### src/rtl/cprf_pkg.sv
// Types and constants of the clipped pattern rectangle fill engine.
`default_nettype none
package cprf_pkg;

   // Fixed field widths
   localparam int PITCH_BITS     = 13;
   localparam int COLOR_BITS     = 16;
   localparam int PATTERN_BITS   = 64;
   localparam int STATUS_BITS    = 2;
   localparam int CSR_INDEX_BITS = 3;
   localparam int PAT_SIDE_BITS  = 3;   // the pattern is 8 by 8 cells

   // Reset values of the registers
   localparam int PITCH_RESET       = 640;
   localparam int CLIP_RIGHT_RESET  = 640;
   localparam int CLIP_BOTTOM_RESET = 480;

   // Commands carried by a request transaction
   localparam logic CMD_START = 1'b0;
   localparam logic CMD_STEP  = 1'b1;

   // Register indices of the configuration port
   localparam logic [CSR_INDEX_BITS-1:0] CSR_FRAME_BASE   = 3'd0;
   localparam logic [CSR_INDEX_BITS-1:0] CSR_PITCH_PIXELS = 3'd1;
   localparam logic [CSR_INDEX_BITS-1:0] CSR_CLIP_LEFT    = 3'd2;
   localparam logic [CSR_INDEX_BITS-1:0] CSR_CLIP_TOP     = 3'd3;
   localparam logic [CSR_INDEX_BITS-1:0] CSR_CLIP_RIGHT   = 3'd4;
   localparam logic [CSR_INDEX_BITS-1:0] CSR_CLIP_BOTTOM  = 3'd5;

   // Status codes of a response transaction
   typedef enum logic [STATUS_BITS-1:0] {
      STATUS_OK        = 2'd0,
      STATUS_EMPTY     = 2'd1,
      STATUS_IDLE_STEP = 2'd2
   } status_type;

endpackage
`default_nettype wire

### src/rtl/clipped_pattern_rect_fill.sv
// An accepted request transaction passes from the input register to the result register, which presents its response.
// Throughput: one request per cycle while rsp_stall is low; the input register and the result register
// let a new request enter while a finished response waits on rsp_stall.
// The start address (clip, one multiply of the clipped top row by the pitch, add)
// is formed in the single stage.
// Reset is synchronous and active high: the engine goes idle, both stages empty,
// and the configuration registers take their reset values.
`default_nettype none
module clipped_pattern_rect_fill #(
   parameter int COORD_BITS = 16,
   parameter int ADDR_BITS  = 24
) (
   input  wire logic                                  clock,
   input  wire logic                                  reset,
   // Configuration port
   input  wire logic                                  csr_write_enable,
   input  wire logic [cprf_pkg::CSR_INDEX_BITS-1:0]   csr_index,
   input  wire logic [((ADDR_BITS > COORD_BITS) ?
                       ((ADDR_BITS > cprf_pkg::PITCH_BITS) ? ADDR_BITS : cprf_pkg::PITCH_BITS) :
                       ((COORD_BITS > cprf_pkg::PITCH_BITS) ? COORD_BITS :
                        cprf_pkg::PITCH_BITS))-1:0]   csr_write_data,
   // Request channel
   input  wire logic                                  req_valid,
   output      logic                                  req_stall,
   input  wire logic                                  req_command,
   input  wire logic signed [COORD_BITS-1:0]          req_area_left,
   input  wire logic signed [COORD_BITS-1:0]          req_area_top,
   input  wire logic signed [COORD_BITS-1:0]          req_area_right,
   input  wire logic signed [COORD_BITS-1:0]          req_area_bottom,
   input  wire logic [cprf_pkg::PATTERN_BITS-1:0]     req_pattern_bits,
   input  wire logic [cprf_pkg::COLOR_BITS-1:0]       req_fill_color,
   // Response channel
   output      logic                                  rsp_valid,
   input  wire logic                                  rsp_stall,
   output      logic [cprf_pkg::STATUS_BITS-1:0]      rsp_status,
   output      logic                                  rsp_write_enable,
   output      logic [ADDR_BITS-1:0]                  rsp_pixel_address,
   output      logic [cprf_pkg::COLOR_BITS-1:0]       rsp_pixel_color,
   output      logic                                  rsp_last_pixel
);

   // Coordinates widened by one bit so that an exclusive bound minus one still fits
   localparam int EXT_BITS  = COORD_BITS + 1;
   localparam int WIDE_BITS = (EXT_BITS > ADDR_BITS) ? EXT_BITS : ADDR_BITS;

   // Configuration registers
   logic [ADDR_BITS-1:0]              frame_base_ff,   frame_base_in;
   logic [cprf_pkg::PITCH_BITS-1:0]   pitch_ff,        pitch_in;
   logic signed [COORD_BITS-1:0]      clip_left_ff,    clip_left_in;
   logic signed [COORD_BITS-1:0]      clip_top_ff,     clip_top_in;
   logic signed [COORD_BITS-1:0]      clip_right_ff,   clip_right_in;
   logic signed [COORD_BITS-1:0]      clip_bottom_ff,  clip_bottom_in;

   // Input register
   logic                              in_valid_ff,     in_valid_in;
   logic                              in_command_ff;
   logic signed [COORD_BITS-1:0]      in_left_ff;
   logic signed [COORD_BITS-1:0]      in_top_ff;
   logic signed [COORD_BITS-1:0]      in_right_ff;
   logic signed [COORD_BITS-1:0]      in_bottom_ff;
   logic [cprf_pkg::PATTERN_BITS-1:0] in_pattern_ff;
   logic [cprf_pkg::COLOR_BITS-1:0]   in_color_ff;

   // Engine state
   logic                              active_ff,       active_in;
   logic [ADDR_BITS-1:0]              line_address_ff, line_address_in;
   logic [COORD_BITS-1:0]             column_ff,       column_in;
   logic [COORD_BITS-1:0]             span_width_ff,   span_width_in;
   logic [COORD_BITS-1:0]             rows_left_ff,    rows_left_in;
   logic [cprf_pkg::PAT_SIDE_BITS-1:0] pattern_row_ff, pattern_row_in;
   logic [cprf_pkg::PATTERN_BITS-1:0] held_pattern_ff, held_pattern_in;
   logic [cprf_pkg::COLOR_BITS-1:0]   held_color_ff,   held_color_in;

   // Result register
   logic                              out_valid_ff,    out_valid_in;
   cprf_pkg::status_type              out_status_ff,   out_status_in;
   logic                              out_we_ff,       out_we_in;
   logic [ADDR_BITS-1:0]              out_address_ff,  out_address_in;
   logic [cprf_pkg::COLOR_BITS-1:0]   out_color_ff,    out_color_in;
   logic                              out_last_ff,     out_last_in;

   // Handshake and clip datapath
   logic                              req_accept;
   logic                              advance;
   logic signed [EXT_BITS-1:0]        area_l, area_t, area_r, area_b;
   logic signed [EXT_BITS-1:0]        bound_l, bound_t, bound_r, bound_b;
   logic signed [EXT_BITS-1:0]        clip_l, clip_t, clip_r, clip_b;
   logic signed [WIDE_BITS-1:0]       top_wide, left_wide;
   logic signed [EXT_BITS-1:0]        span_ext, rows_ext;
   logic [ADDR_BITS-1:0]              row_offset;
   logic [ADDR_BITS-1:0]              first_address;
   logic                              clip_empty;
   logic [cprf_pkg::PAT_SIDE_BITS*2-1:0] pattern_index;
   logic                              end_of_line;

   // Handshake: the input register moves on whenever the result register is free or its response is taken
   assign advance    = in_valid_ff && (!out_valid_ff || !rsp_stall);
   assign req_stall  = in_valid_ff && !advance;
   assign req_accept = req_valid && !req_stall;

   // Configuration writes
   always_comb begin
      frame_base_in  = frame_base_ff;
      pitch_in       = pitch_ff;
      clip_left_in   = clip_left_ff;
      clip_top_in    = clip_top_ff;
      clip_right_in  = clip_right_ff;
      clip_bottom_in = clip_bottom_ff;
      if (csr_write_enable) begin
         unique case (csr_index)
            cprf_pkg::CSR_FRAME_BASE:   frame_base_in  = csr_write_data[ADDR_BITS-1:0];
            cprf_pkg::CSR_PITCH_PIXELS: pitch_in       = csr_write_data[cprf_pkg::PITCH_BITS-1:0];
            cprf_pkg::CSR_CLIP_LEFT:    clip_left_in   = csr_write_data[COORD_BITS-1:0];
            cprf_pkg::CSR_CLIP_TOP:     clip_top_in    = csr_write_data[COORD_BITS-1:0];
            cprf_pkg::CSR_CLIP_RIGHT:   clip_right_in  = csr_write_data[COORD_BITS-1:0];
            cprf_pkg::CSR_CLIP_BOTTOM:  clip_bottom_in = csr_write_data[COORD_BITS-1:0];
            default: ;
         endcase
      end
   end

   // Clip the requested area; right and bottom bounds become inclusive
   always_comb begin
      area_l  = EXT_BITS'(in_left_ff);
      area_t  = EXT_BITS'(in_top_ff);
      area_r  = EXT_BITS'(in_right_ff);
      area_b  = EXT_BITS'(in_bottom_ff);
      bound_l = EXT_BITS'(clip_left_ff);
      bound_t = EXT_BITS'(clip_top_ff);
      bound_r = EXT_BITS'(clip_right_ff) - EXT_BITS'(1);
      bound_b = EXT_BITS'(clip_bottom_ff) - EXT_BITS'(1);
      clip_l  = (bound_l > area_l) ? bound_l : area_l;
      clip_t  = (bound_t > area_t) ? bound_t : area_t;
      clip_r  = (bound_r < area_r) ? bound_r : area_r;
      clip_b  = (bound_b < area_b) ? bound_b : area_b;
      clip_empty = (clip_r < clip_l) || (clip_b < clip_t);
      span_ext   = clip_r - clip_l;
      rows_ext   = clip_b - clip_t;
   end

   // Address of the clipped top-left pixel, wrapping at the address width
   always_comb begin
      top_wide      = WIDE_BITS'(clip_t);
      left_wide     = WIDE_BITS'(clip_l);
      row_offset    = top_wide[ADDR_BITS-1:0] * ADDR_BITS'(pitch_ff);
      first_address = frame_base_ff + row_offset + left_wide[ADDR_BITS-1:0];
   end

   // Pattern cell of the current pixel and end of its line
   assign pattern_index = {pattern_row_ff, column_ff[cprf_pkg::PAT_SIDE_BITS-1:0]};
   assign end_of_line   = (column_ff == span_width_ff);

   // Next engine state and result
   always_comb begin
      in_valid_in     = in_valid_ff;
      active_in       = active_ff;
      line_address_in = line_address_ff;
      column_in       = column_ff;
      span_width_in   = span_width_ff;
      rows_left_in    = rows_left_ff;
      pattern_row_in  = pattern_row_ff;
      held_pattern_in = held_pattern_ff;
      held_color_in   = held_color_ff;
      out_valid_in    = out_valid_ff;
      out_status_in   = out_status_ff;
      out_we_in       = out_we_ff;
      out_address_in  = out_address_ff;
      out_color_in    = out_color_ff;
      out_last_in     = out_last_ff;

      // The response register empties when its transaction is taken
      if (out_valid_ff && !rsp_stall) begin
         out_valid_in = 1'b0;
      end
      if (advance) begin
         in_valid_in = 1'b0;
      end
      if (req_accept) begin
         in_valid_in = 1'b1;
      end

      if (advance) begin
         out_valid_in   = 1'b1;
         out_status_in  = cprf_pkg::STATUS_OK;
         out_we_in      = 1'b0;
         out_address_in = '0;
         out_color_in   = '0;
         out_last_in    = 1'b0;
         if (in_command_ff == cprf_pkg::CMD_START) begin
            if (clip_empty) begin
               // Nothing left after clipping: reject and go idle
               out_status_in = cprf_pkg::STATUS_EMPTY;
               active_in     = 1'b0;
            end else begin
               active_in       = 1'b1;
               line_address_in = first_address;
               column_in       = '0;
               span_width_in   = span_ext[COORD_BITS-1:0];
               rows_left_in    = rows_ext[COORD_BITS-1:0];
               pattern_row_in  = '0;
               held_pattern_in = in_pattern_ff;
               held_color_in   = in_color_ff;
               out_address_in  = first_address;
               out_color_in    = in_color_ff;
            end
         end else if (!active_ff) begin
            // A step with no rectangle running leaves the state alone
            out_status_in = cprf_pkg::STATUS_IDLE_STEP;
         end else begin
            out_we_in      = held_pattern_ff[pattern_index];
            out_address_in = line_address_ff + ADDR_BITS'(column_ff);
            out_color_in   = held_color_ff;
            out_last_in    = end_of_line && (rows_left_ff == '0);
            if (end_of_line) begin
               column_in       = '0;
               line_address_in = line_address_ff + ADDR_BITS'(pitch_ff);
               pattern_row_in  = pattern_row_ff + cprf_pkg::PAT_SIDE_BITS'(1);
               if (rows_left_ff == '0) begin
                  active_in = 1'b0;
               end else begin
                  rows_left_in = rows_left_ff - COORD_BITS'(1);
               end
            end else begin
               column_in = column_ff + COORD_BITS'(1);
            end
         end
      end
   end

   // Control and state registers
   always_ff @(posedge clock) begin
      if (reset) begin
         frame_base_ff   <= '0;
         pitch_ff        <= cprf_pkg::PITCH_BITS'(cprf_pkg::PITCH_RESET);
         clip_left_ff    <= '0;
         clip_top_ff     <= '0;
         clip_right_ff   <= COORD_BITS'(cprf_pkg::CLIP_RIGHT_RESET);
         clip_bottom_ff  <= COORD_BITS'(cprf_pkg::CLIP_BOTTOM_RESET);
         in_valid_ff     <= 1'b0;
         out_valid_ff    <= 1'b0;
         active_ff       <= 1'b0;
         line_address_ff <= '0;
         column_ff       <= '0;
         span_width_ff   <= '0;
         rows_left_ff    <= '0;
         pattern_row_ff  <= '0;
         held_pattern_ff <= '0;
         held_color_ff   <= '0;
      end else begin
         frame_base_ff   <= frame_base_in;
         pitch_ff        <= pitch_in;
         clip_left_ff    <= clip_left_in;
         clip_top_ff     <= clip_top_in;
         clip_right_ff   <= clip_right_in;
         clip_bottom_ff  <= clip_bottom_in;
         in_valid_ff     <= in_valid_in;
         out_valid_ff    <= out_valid_in;
         active_ff       <= active_in;
         line_address_ff <= line_address_in;
         column_ff       <= column_in;
         span_width_ff   <= span_width_in;
         rows_left_ff    <= rows_left_in;
         pattern_row_ff  <= pattern_row_in;
         held_pattern_ff <= held_pattern_in;
         held_color_ff   <= held_color_in;
      end
   end

   // Payload of the input register, loaded with each accepted transaction
   always_ff @(posedge clock) begin
      if (req_accept) begin
         in_command_ff <= req_command;
         in_left_ff    <= req_area_left;
         in_top_ff     <= req_area_top;
         in_right_ff   <= req_area_right;
         in_bottom_ff  <= req_area_bottom;
         in_pattern_ff <= req_pattern_bits;
         in_color_ff   <= req_fill_color;
      end
   end

   // Payload of the result register
   always_ff @(posedge clock) begin
      out_status_ff  <= out_status_in;
      out_we_ff      <= out_we_in;
      out_address_ff <= out_address_in;
      out_color_ff   <= out_color_in;
      out_last_ff    <= out_last_in;
   end

   // Response ports
   assign rsp_valid         = out_valid_ff;
   assign rsp_status        = out_status_ff;
   assign rsp_write_enable  = out_we_ff;
   assign rsp_pixel_address = out_address_ff;
   assign rsp_pixel_color   = out_color_ff;
   assign rsp_last_pixel    = out_last_ff;

endmodule
`default_nettype wire

### config.mk
export PLATFORM = sky130hd
export DESIGN_NAME = clipped_pattern_rect_fill
export DESIGN_NICKNAME = d
export VERILOG_FILES = /design/src/rtl/cprf_pkg.sv /design/src/rtl/clipped_pattern_rect_fill.sv
export SDC_FILE = /design/constraint.sdc
export NUM_CORES = 2
export LEC_CHECK = 0
export ABC_AREA = 1
export BUFFER_PORTS_ARGS = -buffer_cell sky130_fd_sc_hd__clkbuf_2
export CORE_UTILIZATION = 35
export CTS_CLUSTER_SIZE = 10
export DETAILED_ROUTE_END_ITERATION = 7
export GPL_TIMING_DRIVEN = 0
export HOLD_SLACK_MARGIN = 0.15
export PLACE_DENSITY = 0.58
export SYNTH_ARGS = -nofsm -noshare
export SYNTH_HDL_FRONTEND = slang
export SYNTH_SLANG_ARGS = --single-unit
### constraint.sdc
create_clock -name clock -period 9.8 [get_ports clock]
set_input_delay 0.98 -clock clock [delete_from_list [all_inputs] [get_ports clock]]
set_output_delay 0.98 -clock clock [all_outputs]
set_load 0.01 [all_outputs]
Word-level counts from Yosys, hierarchy flattened
Cells that the tools add are included. W data, S select, Z words.

ROM bits: 0. Bits of input ports: 177. Memories kept: 0. Flip-flop bits (word level): 448. Memory bits (writable): 0. Bits in latches: 0.

$add $sub $neg: 11. Multiplexer cells: 41. Equality and inequality tests: 10. Bitwise gates (word level): 2. Shift operators: 0. Div/mod/pow operators: 0. $mul: 1. Reductions and logical operators: 26. Order comparisons: 7.

Operator list (number): $mux W16 (12); $mux W24 (7); $mux W17 (4); $add A24 B24 Y24 (2); $lt A17 B16 Y1 (2); $lt A17 B17 Y1 (2); $sub A16 B2 Y17 const B (2); $gt A16 B16 Y1 (2); $sub A16 B16 Y16 (2); $add A24 B13 Y24 (1); $add A24 B16 Y24 (1); $mul A17 B14 Y24 (1); $add A16 B1 Y16 const B (1); $eq A16 B16 Y1 (1); $logic_not A16 Y1 (1); $sub A16 B1 Y16 const B (1); $reduce_and A2 Y1 (7); $mux W3 (4); $mux W1 (11); $lt A6 B7 Y1 const B (1); $bmux W1 S6 (1); $eq A3 B2 Y1 const B (2); $eq A3 B3 Y1 const B (2); $reduce_and A3 Y1 (2); 13 further kinds (26).

Longest topological paths before layout
Depth in word-level cells: 8. Depth in mapped cells: 43.

Worst setup path before layout
Ideal clock, no wire load.

Kind: reg2reg. Start point: register in_top_ff[15]. End point: register out_address_ff[22] (netlist: rsp_pixel_address[22]), data pin. Setup time: 0.267 ns. Stages on the path, launching flop included: 42. Arrival: 7.164 ns. Clock period less this slack: 7.431 ns. Path slack: 2.369 ns. Path buffers: 2. Required time: 9.533 ns. Cells stage by stage: edfxtp_1 inv_1 ha_1 nand2_1 nor2_2 nand2_1 nor2_2 nand2_1 nand3_1 nand2_1 nand3_2 buf_6 clkbuf_1 nand2_1 o21ai_2 nor2_1 fa_1 inv_1 [6 not listed] fa_1 inv_1 fa_1 inv_1 ha_1 nand2_1 o21ai_0 a21oi_1 o21ai_0 nand3_1 nand2_1 a21oi_1 o21ai_0 nand3_1 nand2_1 a21oi_1 o21ai_0 o21ai_0.

Longest elaborated chain between the ends: 7. Elaborated cells on any way between the ends: 9. Classes of those cells: add/sub: 2; mul: 1; order compare: 2; mux: 3; reduce/logical: 1.

RTL lines: start: declaration (line clipped_pattern_rect_fill.sv:58) `logic signed [COORD_BITS-1:0] in_top_ff;`; start signal: assignment (line clipped_pattern_rect_fill.sv:274) `in_top_ff <= req_area_top;`; $gt A16 B16 Y1 (line clipped_pattern_rect_fill.sv:133) `clip_t = (bound_t > area_t) ? bound_t : area_t;`; $mux W17 (*) (line clipped_pattern_rect_fill.sv:133); $mul A17 B14 Y24 (line clipped_pattern_rect_fill.sv:145) `row_offset = top_wide[ADDR_BITS-1:0] * ADDR_BITS'(pitch_ff);`; $add A24 B24 Y24 (2 in a row) (line clipped_pattern_rect_fill.sv:146) `first_address = frame_base_ff + row_offset + left_wide[ADDR_BITS-1:0];`; $mux W24 (*) (line clipped_pattern_rect_fill.sv:190) `if (clip_empty) begin`; $mux W24 (*) (line clipped_pattern_rect_fill.sv:189) `if (in_command_ff == cprf_pkg::CMD_START) begin`; end signal: assignment (line clipped_pattern_rect_fill.sv:286) `out_address_ff <= out_address_in;`; end: declaration (line clipped_pattern_rect_fill.sv:78) `logic [ADDR_BITS-1:0] out_address_ff, out_address_in;`.

Mark *: on every way between the ends. The rest lies on a longest branch, timed or not. A chain may end at the register's enable or synchronous reset.

Final worst setup path
Same ends and word-level chain as after synthesis.

==> results by group <==
Floorplan
  • Initial core utilization: 35.56%
  • Core area: 85,680 µm²
  • Die area: 88,240 µm²
  • I/O pin count: roughly 220
  • Die Y-Extent: roughly 300 µm
  • # rows: 107
  • Die Width: roughly 300 µm

STA
  • Clk_skew: 0.01857 ns
  • Max Slew Vio Count: 0
  • Worst relative slew slack: 5.339%
  • Fmax: ~110 MHz
  • Setup ws final: 0.9663 ns
  • Endpoints failing setup: 0
  • Worst hold margin: 0.4557 ns
  • Least-Margin Pin Slew: 1.405 ns
  • RSZ-0062 raised after global routing: no
  • Setup Total Neg Slack: 0 ns
  • Crit share post-route: 90.14%
  • Minimum clock period: 8.834 ns
  • Final hold vios: 0

Routing
  • Met2 WL: 45.96 mm
  • TritonRoute pass-1 iters: 8
  • DRC errors left: 0
  • Max Used Layer: met5
  • Avg WL per Cell: 18.23 µm
  • Post-route ant nets: 0
  • M1 WL: 40.87 mm
  • DR WL met3: 4.317 mm
  • Total Wirelength: between 90 and 100 mm
  • Initial drt markers: roughly 1,600
  • Via density: 4.899
  • Vias: 25,370

Yosys
  • Post-Syn Nets: 4,300
  • Adder-cell share of the synthesized area: 22.08%
  • Syn Std Cell Area: 30,470 µm²
  • Area share of the leading cell type in the synthesized netlist: 18.63%
  • Cells after Synth: 3,712
  • Largest cells by area after synthesis: edfxtp_1 (19%), dfxtp_1 (17%), fa_1 (14%)
  • Largest family of logic cells by synthesized area: adder cells
  • Mapped Avg Cell Area: 8.208 µm²
  • EDFF count, synth: about 190
  • Yosys warning count: 0
  • Post-synthesis sequential area ratio: 35.65%
  • Fraction of registers with async set/reset: 0%
  • Synth Flop Type: dfxtp_1
  • Xor and xnor area share after synthesis: 2.415%
  • Yosys cell types: 59
  • #FFs+latches synth: 448
  • Mux cell area share after synthesis: 0%
  • Compound-cell area share of the yosys netlist: 13.17%
  • Post-Synth Simple-Gate Area: 16.93%
  • Area leader, netlist: edfxtp_1

Critical path
  • WP data arrival: 9.17 ns
  • Critical Path Fanout Max: 10
  • CP max-delay cell: o21ai_1
  • Critical Path RT: 10.14 ns
  • CP endpoint kind: flop
  • Startpoint types: flop
  • WS Path Type: flop to flop
  • CP max stage delay: 0.87 ns
  • CP most frequent cell: inv_1

Power
  • Power Density: roughly 200 nW/µm²
  • LEAKAGE: between 0.015 and 0.02 µW
  • VDD IR-drop max: roughly 150 µV

Placement
  • # port buffers: 221
  • Placer Congestion: roughly 0.91
  • Post-DP HPWL: around 74 mm
  • Post-DP Area: 33,070 µm²
  • Pre-CTS setup slack: 0.9160 ns

Clock tree
  • Post-CTS Resized: 0
  • Root cell of the clock tree: clkbuf_16
  • CTS tree: yes
  • Total CTS buffers: 54
  • Clock Latency Late Sink: slightly above 0.6 ns
  • Hold buffer count at cts: 0
  • Worst-path clk slew: 0.06 ns
  • Clock sink total: 448
  • Clock Tree Buf Depth: 3
  • Post-CTS Setup Inserts: 0
  • H-tree Lvls: 2

Final layout
  • Nets: 4,580
  • Layout cells sized above 1: a little under a tenth
  • Fin area: between 30,000 and 40,000 µm²
  • Antenna fix cells: 0
  • P&R area growth vs syn: 14.15%
  • Fillers: a little under 9,000
  • Final Util: 40.59%

Global route
  • Initial antenna violation count: 1
  • Gr usage total: 21.25%
  • First-pass GRT wire length: between 100 and 150 mm
  • Number of global-route vias before repair: 24,910
  • Total global routing overflow: 0
  • Largest net degree at the start of global routing: 91

Job
  • Maxcap violations: 0

Status
  • Status: complete, no violations

Min path
  • Worst hold path type: flop to flop
==> cell usage after synthesis (5+ instances only) <==
library cell and instances:
xnor2_1 52, buf_6 6, nand3_1 113, o21ai_2 14, clkbuf_1 96, o21bai_1 8, o211ai_1 7, a31oi_1 13
a211oi_1 6, a21oi_1 220, buf_4 9, nand2_1 544, a21boi_0 6, xor2_1 32, nor2_1 496, fa_1 211
buf_2 11, o21ai_0 349, nor3b_1 10, or2_2 6, inv_1 635, edfxtp_1 189, a21o_1 5, nor3_1 31
o21ai_1 71, ha_1 200, nand4_1 22, dfxtp_1 259, o22ai_1 24, nand2_2 7
==> critical path, delay by kind of cell (launching register included) <==
kind / cells / cell delay, ns
AND/OR/NAND/NOR: 12 / 1.36
buffers and inverters: 9 / 1.17
flip-flops: 1 / 0.32
adder cells (fa/ha/maj): 8 / 3.22
AO/OA/AOI/OAI: 9 / 2.48
==> where the power goes <==
group / switching, µW / total, µW / internal, µW
sequential: 79.7 / 2180 / 2100
combinational: 1780 / 2710 / 927
clock: 817 / 1950 / 1130
==> cell families after synthesis <==
| group | count (synthesis) |
|---|---|
| adder cells (fa/ha/maj) | 411 |
| buffers and inverters | 767 |
| AO/OA/AOI/OAI | 747 |
| AND/OR/NAND/NOR | 1255 |
| XOR/XNOR | 84 |
| flip-flops | 448 |
==> routing by layer <==
layer | vias to the layer above | GRT usage [%]
li1 | 12490 | -
met1 | 12140 | 27.41
met2 | 608 | 36.76
met3 | 139 | 2.271
met4 | 2 | 7.486
met5 | - | 0
==> registers in the layout, summed over array words and instances, names as in the netlist, 24 cells and up <==
signal and count:
frame_base_ff 24, held_pattern_ff 64, in_pattern_ff 64, line_address_ff 24, rsp_pixel_address 24
==> cells in the final DEF (no fill, tap or decap), drive strengths merged, types with 7 or more instances in the layout <==
| master | n |
|---|---|
| inv | 641 |
| nand2 | 555 |
| nor2 | 500 |
| o21ai | 435 |
| clkbuf | 410 |
| dfxtp | 259 |
| a21oi | 223 |
| fa | 211 |
| ha | 200 |
| edfxtp | 189 |
| nand3 | 116 |
| xnor2 | 52 |
| nor3 | 34 |
| xor2 | 32 |
| buf | 32 |
| o22ai | 24 |
| nand4 | 24 |
| a31oi | 13 |
| nor3b | 10 |
| o21bai | 8 |
| a21boi | 8 |
| o211ai | 7 |
==> through the flow <==
stage	power, µW	std cells
5_1_grt	7331	5179
4_1_cts	6922	5178
3_3_place_gp	4941	5077
2_1_floorplan	4025	3712
3_5_place_dp	4953	5079
6_report	6837	5179
==> layout make-up <==
| class | count | area [µm²] | share of cell area, % |
|---|---|---|---|
| repair buffers | 224 | 1159 | 3.331 |
| plain buffers | 125 | 561.8 | 1.615 |
| well taps | 1144 | 1431 | 4.116 |
| flip-flops and latches | 448 | 10860 | 31.23 |
| inverters | 642 | 2417 | 6.950 |
| clock inverters | 6 | 108.9 | 0.3130 |
| clock buffers | 93 | 1600 | 4.601 |
| multi-input cells | 2497 | 16640 | 47.85 |
==> path summary, 6_finish.rpt <==
check                                      start               endpoint  slack (ns)  cells after the start
worst max-delay path               in_top_ff[15]  rsp_pixel_address[22]        0.97                     38
worst min-delay path            held_color_ff[9]       held_color_ff[9]        0.46                      2
worst max register to register     in_top_ff[15]  rsp_pixel_address[22]        0.97                     38
worst min register to register  held_color_ff[9]       held_color_ff[9]        0.46                      2
(Power assumes the default switching activity.)
